### src/dhvd_pkg.sv
`timescale 1ns / 1ps
`default_nettype none

package dhvd_pkg;

  // Field widths fixed by the interface.
  localparam int MVW    = 16;  // signed millivolt commands
  localparam int BATW   = 15;  // battery millivolts
  localparam int OVLW   = 16;  // overload count and limit
  localparam int DBW    = 12;  // deadband counts
  localparam int OFFW   = 11;  // minimum offset millivolts
  localparam int LOSSW  = 12;  // driver loss millivolts
  localparam int MODEW  = 2;
  localparam int DUTYW  = 12;
  localparam int SPWMW  = 16;
  localparam int CFG_IW = 3;
  localparam int CFG_DW = 16;

  // Datapath widths of the scaling lanes.
  localparam int MAGW = 16;  // magnitude after the offset, at most 34815
  localparam int DIVW = 15;  // battery minus loss, 1405 to 32767
  localparam int QW   = 15;  // quotient magnitude before saturation

  localparam int unsigned PWM_FULL_DEF = 4095;

  // Battery substitution when the measurement is implausibly low.
  localparam logic [BATW-1:0] BAT_MIN_MV     = BATW'(5500);
  localparam logic [BATW-1:0] BAT_DEFAULT_MV = BATW'(11100);

  // A command whose magnitudes are both below this counts as a stop.
  localparam logic signed [MVW-1:0] STOP_MV = MVW'(10);

  // Register reset values.
  localparam logic [OVLW-1:0]  OVL_LIMIT_RST = OVLW'(500);
  localparam logic [OFFW-1:0]  MIN_OFF_RST   = OFFW'(400);
  localparam logic [LOSSW-1:0] LOSS_RST      = LOSSW'(1000);

  // Register indexes on the configuration port.
  localparam logic [CFG_IW-1:0] REG_LEFT_DB   = 3'd0;
  localparam logic [CFG_IW-1:0] REG_RIGHT_DB  = 3'd1;
  localparam logic [CFG_IW-1:0] REG_OVL_LIMIT = 3'd2;
  localparam logic [CFG_IW-1:0] REG_MIN_OFF   = 3'd3;
  localparam logic [CFG_IW-1:0] REG_LOSS      = 3'd4;

  // Bridge pin modes.
  localparam logic [MODEW-1:0] MODE_LOW  = 2'd0;
  localparam logic [MODEW-1:0] MODE_HIGH = 2'd1;
  localparam logic [MODEW-1:0] MODE_FWD  = 2'd2;
  localparam logic [MODEW-1:0] MODE_REV  = 2'd3;

  // What a scaling lane hands back once its division is finished.
  typedef struct packed {
    logic             nz;    // scaled value is nonzero
    logic             neg;   // command sign
    logic [DUTYW-1:0] duty;  // compare value for the driven pin
    logic [SPWMW-1:0] spwm;  // signed count including deadband
  } lane_res_t;

endpackage

`default_nettype wire

### src/dhvd_lane.sv
`timescale 1ns / 1ps
`default_nettype none

module dhvd_lane #(
  parameter int unsigned PWM_FULL = dhvd_pkg::PWM_FULL_DEF
) (
  input  wire logic                       clk,
  input  wire logic                       rst,
  input  wire logic                       start,
  input  wire logic                       take,
  input  wire logic [dhvd_pkg::MAGW-1:0]  mag,
  input  wire logic                       neg,
  input  wire logic [dhvd_pkg::DIVW-1:0]  divisor,
  input  wire logic [dhvd_pkg::DBW-1:0]   deadband,
  output logic                            done,
  output dhvd_pkg::lane_res_t             res
);

  localparam int MAGW  = dhvd_pkg::MAGW;
  localparam int DIVW  = dhvd_pkg::DIVW;
  localparam int QW    = dhvd_pkg::QW;
  localparam int SPWMW = dhvd_pkg::SPWMW;
  localparam int DUTYW = dhvd_pkg::DUTYW;
  localparam int PWW   = $clog2(PWM_FULL + 1);
  localparam int NUMW  = MAGW + PWW;
  localparam int CNTW  = $clog2(MAGW);
  localparam int SUMW  = QW + 1;
  localparam int DCW   = SPWMW + 1;

  localparam logic [CNTW-1:0] MUL_LAST = CNTW'(MAGW - 1);
  localparam logic [CNTW-1:0] DIV_LAST = CNTW'(QW - 1);

  localparam logic [2:0] ST_IDLE = 3'd0;
  localparam logic [2:0] ST_MUL  = 3'd1;
  localparam logic [2:0] ST_CHK  = 3'd2;
  localparam logic [2:0] ST_DIV  = 3'd3;
  localparam logic [2:0] ST_DONE = 3'd4;

  logic [2:0]      state;
  logic [CNTW-1:0] cnt;
  logic [NUMW-1:0] acc;
  logic [MAGW-1:0] mag_sh;
  logic [DIVW-1:0] div_r;
  logic            neg_r;
  logic            sat;
  logic [DIVW-1:0] rem;
  logic [QW-1:0]   num_lo;
  logic [QW-1:0]   qsh;

  logic [NUMW-1:0] acc_next;
  logic [NUMW-1:0] hi;
  logic [DIVW:0]   trial;
  logic            ge;

  // Multiply by shift and add, magnitude bits most significant first.
  assign acc_next = {acc[NUMW-2:0], 1'b0} + (mag_sh[MAGW-1] ? NUMW'(PWM_FULL) : '0);
  assign hi       = NUMW'(acc[NUMW-1:QW]);
  // Restoring division, one quotient bit a cycle.
  assign trial    = {rem, num_lo[QW-1]};
  assign ge       = trial >= {1'b0, div_r};

  always_ff @(posedge clk) begin
    if (rst) begin
      state <= ST_IDLE;
      cnt   <= '0;
    end else begin
      unique case (state)
        ST_IDLE: begin
          if (start) begin
            state <= ST_MUL;
            cnt   <= '0;
          end
        end
        ST_MUL: begin
          cnt <= cnt + 1'b1;
          if (cnt == MUL_LAST) begin
            state <= ST_CHK;
          end
        end
        ST_CHK: begin
          state <= ST_DIV;
          cnt   <= '0;
        end
        ST_DIV: begin
          cnt <= cnt + 1'b1;
          if (cnt == DIV_LAST) begin
            state <= ST_DONE;
          end
        end
        ST_DONE: begin
          if (take) begin
            state <= ST_IDLE;
          end
        end
        default: state <= ST_IDLE;
      endcase
    end
  end

  always_ff @(posedge clk) begin
    unique case (state)
      ST_IDLE: begin
        if (start) begin
          acc    <= '0;
          mag_sh <= mag;
          div_r  <= divisor;
          neg_r  <= neg;
          qsh    <= '0;
        end
      end
      ST_MUL: begin
        acc    <= acc_next;
        mag_sh <= {mag_sh[MAGW-2:0], 1'b0};
      end
      ST_CHK: begin
        // The quotient overflows the signed range exactly when the upper
        // numerator part already reaches the divisor.
        sat    <= hi >= NUMW'(div_r);
        rem    <= (hi >= NUMW'(div_r)) ? '0 : DIVW'(hi);
        num_lo <= acc[QW-1:0];
      end
      ST_DIV: begin
        rem    <= ge ? DIVW'(trial - {1'b0, div_r}) : DIVW'(trial);
        num_lo <= {num_lo[QW-2:0], 1'b0};
        qsh    <= {qsh[QW-2:0], ge};
      end
      default: begin
      end
    endcase
  end

  logic [QW-1:0]    q;
  logic [SUMW-1:0]  sum;
  logic [SUMW-1:0]  lim;
  logic [SPWMW-1:0] smag;
  logic [DCW-1:0]   full_ext;

  always_comb begin
    q        = sat ? {QW{1'b1}} : qsh;
    sum      = SUMW'(q) + SUMW'(deadband);
    lim      = neg_r ? SUMW'(32768) : SUMW'(32767);
    full_ext = DCW'(PWM_FULL);
    res.nz   = q != '0;
    res.neg  = neg_r;
    if (!res.nz) begin
      smag = '0;
    end else begin
      smag = SPWMW'((sum > lim) ? lim : sum);
    end
    res.spwm = neg_r ? SPWMW'(~smag + 1'b1) : smag;
    res.duty = ({1'b0, smag} >= full_ext) ? '0 : DUTYW'(full_ext - {1'b0, smag});
  end

  assign done = state == ST_DONE;

endmodule

`default_nettype wire

### src/dual_hbridge_voltage_drive.sv
`timescale 1ns / 1ps
`default_nettype none

// Dual H-bridge voltage drive.
// The command channel (cmd_valid, cmd_stall) carries one item per transfer:
// an operation bit (0 control tick, 1 new voltage command), both voltage
// commands, the battery voltage and the outside overload count. Each item
// yields exactly one result transfer on (res_valid, res_stall) with the pin
// mode, duty, signed PWM and enable flags of both motors.
// Both motors are scaled in parallel lanes by a bit-serial shift-and-add
// multiply, an overflow check and a restoring division. The result is
// registered once both lanes are done and the output register is free; a
// new command is taken once the previous result has moved to that register.
// The finished result waits in the output register, so a stalled receiver
// holds only that result; the next command is accepted meanwhile and its own
// result waits inside the lanes until the output register is taken.
// Configuration writes (cfg_valid, cfg_ready) are always ready and are
// meant only while the block is idle.
// Synchronous reset restores the register defaults, clears the stored
// commands, enables both motors and puts both to sleep.

module dual_hbridge_voltage_drive #(
  parameter int unsigned PWM_FULL = dhvd_pkg::PWM_FULL_DEF
) (
  input  wire logic                               clk,
  input  wire logic                               rst,
  input  wire logic                               cmd_valid,
  output logic                                    cmd_stall,
  input  wire logic                               operation,
  input  wire logic signed [dhvd_pkg::MVW-1:0]    voltage_left_mv,
  input  wire logic signed [dhvd_pkg::MVW-1:0]    voltage_right_mv,
  input  wire logic [dhvd_pkg::BATW-1:0]          battery_mv,
  input  wire logic [dhvd_pkg::OVLW-1:0]          overload_count,
  output logic                                    res_valid,
  input  wire logic                               res_stall,
  output logic [dhvd_pkg::MODEW-1:0]              left_mode,
  output logic [dhvd_pkg::DUTYW-1:0]              left_duty,
  output logic [dhvd_pkg::MODEW-1:0]              right_mode,
  output logic [dhvd_pkg::DUTYW-1:0]              right_duty,
  output logic signed [dhvd_pkg::SPWMW-1:0]       left_signed_pwm,
  output logic signed [dhvd_pkg::SPWMW-1:0]       right_signed_pwm,
  output logic                                    left_enabled,
  output logic                                    right_enabled,
  output logic                                    overload_trip,
  input  wire logic                               cfg_valid,
  output logic                                    cfg_ready,
  input  wire logic [dhvd_pkg::CFG_IW-1:0]        cfg_index,
  input  wire logic [dhvd_pkg::CFG_DW-1:0]        cfg_data
);

  localparam int MVW   = dhvd_pkg::MVW;
  localparam int MAGW  = dhvd_pkg::MAGW;
  localparam int DIVW  = dhvd_pkg::DIVW;
  localparam int BATW  = dhvd_pkg::BATW;
  localparam int MODEW = dhvd_pkg::MODEW;
  localparam int DUTYW = dhvd_pkg::DUTYW;

  // Configuration registers.
  logic [dhvd_pkg::DBW-1:0]   left_db;
  logic [dhvd_pkg::DBW-1:0]   right_db;
  logic [dhvd_pkg::OVLW-1:0]  ovl_limit;
  logic [dhvd_pkg::OFFW-1:0]  min_off;
  logic [dhvd_pkg::LOSSW-1:0] loss;

  assign cfg_ready = 1'b1;

  always_ff @(posedge clk) begin
    if (rst) begin
      left_db   <= '0;
      right_db  <= '0;
      ovl_limit <= dhvd_pkg::OVL_LIMIT_RST;
      min_off   <= dhvd_pkg::MIN_OFF_RST;
      loss      <= dhvd_pkg::LOSS_RST;
    end else if (cfg_valid && cfg_ready) begin
      // Writes to indexes beyond the register list are dropped.
      unique case (cfg_index)
        dhvd_pkg::REG_LEFT_DB:   left_db   <= cfg_data[dhvd_pkg::DBW-1:0];
        dhvd_pkg::REG_RIGHT_DB:  right_db  <= cfg_data[dhvd_pkg::DBW-1:0];
        dhvd_pkg::REG_OVL_LIMIT: ovl_limit <= cfg_data[dhvd_pkg::OVLW-1:0];
        dhvd_pkg::REG_MIN_OFF:   min_off   <= cfg_data[dhvd_pkg::OFFW-1:0];
        dhvd_pkg::REG_LOSS:      loss      <= cfg_data[dhvd_pkg::LOSSW-1:0];
        default: begin
        end
      endcase
    end
  end

  // Motor state.
  logic signed [MVW-1:0] stored_left;
  logic signed [MVW-1:0] stored_right;
  logic                  left_on;
  logic                  right_on;
  logic                  left_asleep;
  logic                  right_asleep;
  logic                  trip_r;
  logic                  busy;

  // Magnitude of a command with the minimum offset added; zero stays zero.
  function automatic logic [MAGW-1:0] offset_mag(input logic signed [MVW-1:0] mv,
                                                 input logic [dhvd_pkg::OFFW-1:0] off);
    logic [MAGW-1:0] a;
    a = mv[MVW-1] ? MAGW'(-mv) : MAGW'(mv);
    return (mv == '0) ? '0 : a + MAGW'(off);
  endfunction

  logic                  accept;
  logic signed [MVW-1:0] vl;
  logic signed [MVW-1:0] vr;
  logic                  stop_cmd;
  logic                  on_cmd_l;
  logic                  on_cmd_r;
  logic                  sleep_cmd;
  logic                  trip;
  logic [BATW-1:0]       batt;
  logic [DIVW-1:0]       divisor;

  assign cmd_stall = busy;
  assign accept    = cmd_valid && !cmd_stall;

  always_comb begin
    vl        = operation ? voltage_left_mv : stored_left;
    vr        = operation ? voltage_right_mv : stored_right;
    stop_cmd  = (vl > -dhvd_pkg::STOP_MV) && (vl < dhvd_pkg::STOP_MV) &&
                (vr > -dhvd_pkg::STOP_MV) && (vr < dhvd_pkg::STOP_MV);
    // A command enables both motors unless it is a stop, which also
    // sends both to sleep. A tick keeps the flags as they are.
    on_cmd_l  = operation ? !stop_cmd : left_on;
    on_cmd_r  = operation ? !stop_cmd : right_on;
    sleep_cmd = operation && stop_cmd;
    // The overload cut-off only fires while the left motor is enabled.
    trip      = (overload_count > ovl_limit) && on_cmd_l;
    batt      = (battery_mv < dhvd_pkg::BAT_MIN_MV) ? dhvd_pkg::BAT_DEFAULT_MV : battery_mv;
    divisor   = DIVW'(batt - BATW'(loss));
  end

  // Scaling lanes, one per motor, started together so they finish together.
  logic                 lane_take;
  logic                 left_done;
  logic                 right_done;
  dhvd_pkg::lane_res_t  left_res;
  dhvd_pkg::lane_res_t  right_res;

  dhvd_lane #(.PWM_FULL(PWM_FULL)) u_left_lane (
    .clk      (clk),
    .rst      (rst),
    .start    (accept),
    .take     (lane_take),
    .mag      (offset_mag(vl, min_off)),
    .neg      (vl[MVW-1]),
    .divisor  (divisor),
    .deadband (left_db),
    .done     (left_done),
    .res      (left_res)
  );

  dhvd_lane #(.PWM_FULL(PWM_FULL)) u_right_lane (
    .clk      (clk),
    .rst      (rst),
    .start    (accept),
    .take     (lane_take),
    .mag      (offset_mag(vr, min_off)),
    .neg      (vr[MVW-1]),
    .divisor  (divisor),
    .deadband (right_db),
    .done     (right_done),
    .res      (right_res)
  );

  // The result moves to the output register once the previous one is gone.
  assign lane_take = busy && left_done && right_done && (!res_valid || !res_stall);

  // Pin mode of one bridge. An awake motor drives forward, reverse or
  // brakes on a zero value. A sleeping enabled motor with a nonzero value
  // is woken with both pins high and no duty; otherwise it stays low.
  function automatic logic [MODEW+DUTYW-1:0] pin_drive(input dhvd_pkg::lane_res_t r,
                                                      input logic on, input logic asleep);
    logic [MODEW-1:0] m;
    logic [DUTYW-1:0] d;
    m = dhvd_pkg::MODE_LOW;
    d = '0;
    if (!asleep) begin
      if (r.nz) begin
        m = r.neg ? dhvd_pkg::MODE_REV : dhvd_pkg::MODE_FWD;
        d = r.duty;
      end else begin
        m = dhvd_pkg::MODE_HIGH;
      end
    end else if (on && r.nz) begin
      m = dhvd_pkg::MODE_HIGH;
    end
    return {m, d};
  endfunction

  always_ff @(posedge clk) begin
    if (rst) begin
      stored_left  <= '0;
      stored_right <= '0;
      left_on      <= 1'b1;
      right_on     <= 1'b1;
      left_asleep  <= 1'b1;
      right_asleep <= 1'b1;
      busy         <= 1'b0;
      res_valid    <= 1'b0;
    end else begin
      if (accept) begin
        stored_left  <= vl;
        stored_right <= vr;
        left_on      <= on_cmd_l && !trip;
        right_on     <= on_cmd_r && !trip;
        left_asleep  <= left_asleep || sleep_cmd || trip;
        right_asleep <= right_asleep || sleep_cmd || trip;
        busy         <= 1'b1;
      end else if (lane_take) begin
        // A wake lasts one step; the motor is awake from the next one on.
        left_asleep  <= left_asleep && !(left_on && left_res.nz);
        right_asleep <= right_asleep && !(right_on && right_res.nz);
        busy         <= 1'b0;
      end
      if (lane_take) begin
        res_valid <= 1'b1;
      end else if (!res_stall) begin
        res_valid <= 1'b0;
      end
    end
  end

  always_ff @(posedge clk) begin
    if (accept) begin
      trip_r <= trip;
    end
    if (lane_take) begin
      {left_mode, left_duty}   <= pin_drive(left_res, left_on, left_asleep);
      {right_mode, right_duty} <= pin_drive(right_res, right_on, right_asleep);
      left_signed_pwm          <= left_res.spwm;
      right_signed_pwm         <= right_res.spwm;
      left_enabled             <= left_on;
      right_enabled            <= right_on;
      overload_trip            <= trip_r;
    end
  end

endmodule

`default_nettype wire

### config.mk
export PLATFORM = sky130hd
export DESIGN_NAME = dual_hbridge_voltage_drive
export DESIGN_NICKNAME = d
export VERILOG_FILES = /design/src/dhvd_pkg.sv /design/src/dhvd_lane.sv /design/src/dual_hbridge_voltage_drive.sv
export SDC_FILE = /design/constraint.sdc
export NUM_CORES = 1
export LEC_CHECK = 0
export ABC_AREA = 1
export BUFFER_PORTS_ARGS = -buffer_cell sky130_fd_sc_hd__buf_2
export CORE_MARGIN = 5
export CORE_UTILIZATION = 50
export DETAILED_ROUTE_END_ITERATION = 8
export PLACE_DENSITY = 0.74
export RECOVER_POWER = 50
export REMOVE_ABC_BUFFERS = 1
export SLEW_MARGIN = 10
export SYNTH_ARGS = -nofsm -noshare
export SYNTH_HDL_FRONTEND = slang
export SYNTH_HIERARCHICAL = 1
export SYNTH_SLANG_ARGS = --single-unit
### constraint.sdc
create_clock -name clk -period 5.4 [get_ports clk]
set_input_delay 0.54 -clock clk [delete_from_list [all_inputs] [get_ports clk]]
set_output_delay 0.54 -clock clk [all_outputs]
set_load 0.03 [all_outputs]
==> flow_summary.ini <==
[setup_path]
crit_type = input port to flop
cp.arrival_ns = 5.20
crit_family = buffers and inverters
cp_slowest_cell = clkinvlp_2
start_kind = input port
end_kind = flop
critPathMaxFanout = 34
crit_top_cell = nand2_1
crit_chain = buf_2, clkinvlp_2, nand2_1, nand2_1, inv_1, or2_2, xor2_1, inv_1, ha_1, a21oi_1, o21ai_0, a21oi_1, or2_2, nand2_1, nand2_1, nand2_1, nand2_1, nand2_1, nor2_1, nand2_1, nand2_1
cp.required_ns = 5.73
rrSetupSlack_ns = 0.59
cp_slowest_stage_delay_ns = 1.31
worst-path-buf-inv = 4

[yosys]
synth_seq_cells = 391
yosysWarnings = 6
synth_xor_area_frac = 0.0318
synth_top_area_share = 0.307
yosys.area_share.simple = 0.264
synthMuxAreaShare = 0
synthAdderAreaFrac = 0.101
yosysMostFrequentCell = nand2_1
synth-seq-area-share = 0.393
postSynthCellCount = 3510
synth_top_cells_by_count = 879 x nand2_1, 467 x inv_1, 349 x nor2_1
syn_area_per_cell_um2 = 7.68
syn-cell-area_um2 = 27000
async_flop_share = 0
netlist.top_cell.by_area = edfxtp_1
ys.flop_type = edfxtp_1
synthTopCellsByArea = edfxtp_1 31%, nand2_1 12%, ha_1 9.5%, dfxtp_1 8.5%, inv_1 6.5%
ys_types = 64
synth_compound_area_frac = 0.122
synth-edff-count = 276
synth_top_family_by_area = simple AND/OR/NAND/NOR gates

[final_layout]
regArea_um2 = 10600
n_fill_cell = 5075
multiInputGateArea_um2 = 14000
fin_cells = 4370
drive_gt1_frac = 0.0923
final_nets = 3936
syn2layout_area_growth_pct = 10.0
fin_util = 0.554

[timing]
setup_viol = 0
setup_ws_ns = 0.521
timing.final.max_slew_violations = 382
min_period_ns = 4.88
fin_hold_ws_ns = 0.244
tns_ns = 0
finalCritPeriodShare = 0.904
clock-skew-final_ns = 0.0265
worst_slew_pin_slew_ns = 3.83
fmax_mhz = 205
slew_headroom = -1.55
hold_viol_final = 0
rsz0062_at_grt = no

[clocking]
htreeDepth = 2
clock_latency_ns = 0.60
cts_setup_buffers = 0
cts_tree = built
cts_buffer_depth = 3
path_clk_slew_ns = 0.06
cts_num_sinks = 391
cts_resized = 0
cts-buffers-inserted = 46
hold_buffers = 0
clk_root_buffer_cell = clkbuf_16

[floorplanning]
start_util = 0.503
dieArea_um2 = 58700
die_h_um = 242
row_count = 85
coreArea_um2 = 53600
die_w_um = 242
io_pins = 154

[power_and_ir_drop]
power.density_nw_per_um2 = 456
peakVddDrop_mv = 0.249
power_leakage_nw = 13.8

[placement]
io_buffers = 152
dp_cells = 4283
dpl_worst_slack_ns = 0.640
dp_hpwl_um = 48300
gp_congestion = 0.929

[outcome]
status = finished, violations left
violations = capacitance limit, slew limit

[global_route]
grt_pass1_vias = 21600
antenna_found_initial = 6
grt-ovfl-total = 0
grt.total_usage = 0.214
grt_first_pass_wirelength_um = 106000
grt_max_degree = 98

[routing]
drc = 0
ant_nets = 0
first_iter_violations = 1500
routed_wl_um = 64800
first_pass_iters = 7
route.vias.total = 22900
wl_per_cell_um = 14.8
vias_per_cell = 5.24

[hold_path]
hp-class = input port to flop

[flow_run]
drv_cap = 7
==> final timing paths <==
check | startpoint | to | depth (start not counted)
worst max-delay path | operation | u_right_lane/mag_sh[8] | 21
worst min-delay path | cfg_data[12] | ovl_limit[12] | 3
worst max register to register | u_right_lane/sat | right_duty[4] | 31
worst min register to register | trip_r | overload_trip | 0
==> power by group <==
part | switching [W] | internal [W]
registers | 0.000440 | 0.00429
logic | 0.00379 | 0.00183
clock network | 0.00129 | 0.00189
==> kinds of logic (layout without fill, tap and decap cells) <==
group,count (synthesis),in the layout
simple gates,1618,1618
other cells,1,2
fa+ha+maj,213,213
compound gates,597,597
buf+inv,593,756
xor+xnor,97,97
flops,391,391
==> worst register-to-register path: cells and delay by family (launching register included) <==
kind	cells	cell delay [ns]
AND/OR/NAND/NOR	21	2.56
adder cells (fa/ha/maj)	4	0.99
buffers and inverters	5	0.48
flip-flops	1	0.43
AO/OA/AOI/OAI	1	0.08
==> metal layers <==
metal | vias to the layer above | GRT usage | share of wire
li1 | 11800 | - | -
met1 | 10300 | 0.296 | 0.46
met2 | 660 | 0.348 | 0.44
met3 | 112 | 0.0466 | 0.078
met4 | 6 | 0.0505 | 0.021
met5 | - | 0 | 0.00042
==> registers in the layout (all words and copies together) (netlist names), 16 cells and up <==
register,count
u_left_lane/mag_sh,16
left_signed_pwm,16
right_signed_pwm,16
stored_right,16
u_right_lane/mag_sh,16
u_right_lane/acc,28
ovl_limit,16
stored_left,16
u_left_lane/acc,28
==> placed cells by master, fill, tap and decap left out, types with 85 or more instances in the layout <==
cell type	Yosys	layout
nand3_1	157	158
edfxtp_1	276	276
dfxtp_1	115	115
nor2_1	349	347
ha_1	204	204
buf_2	6	85
a21oi_1	259	260
o21ai_0	200	200
nand2_1	879	878
inv_1	467	468
==> stage by stage <==
| stage | power, W | cell area, µm² |
|---|---|---|
| floorplan | 0.00894 | 26500 |
| global placement | 0.0102 | 28300 |
| detailed placement | 0.0103 | 28300 |
| CTS | 0.0136 | 29800 |
| global route | 0.0146 | 29700 |
| finish | 0.0135 | 29700 |
==> area by class of cell <==
| class | instances | area share |
|---|---|---|
| tap | 696 | 0.0294 |
| clock buffer | 68 | 0.0468 |
| sequential | 391 | 0.357 |
| antenna | 1 | 0.0000843 |
| multi-input combinational | 2526 | 0.472 |
| clock inverter | 18 | 0.00561 |
| inverter | 502 | 0.0636 |
| timing repair buffer | 168 | 0.0261 |
Note: power is estimated with default switching activity, not from simulation.
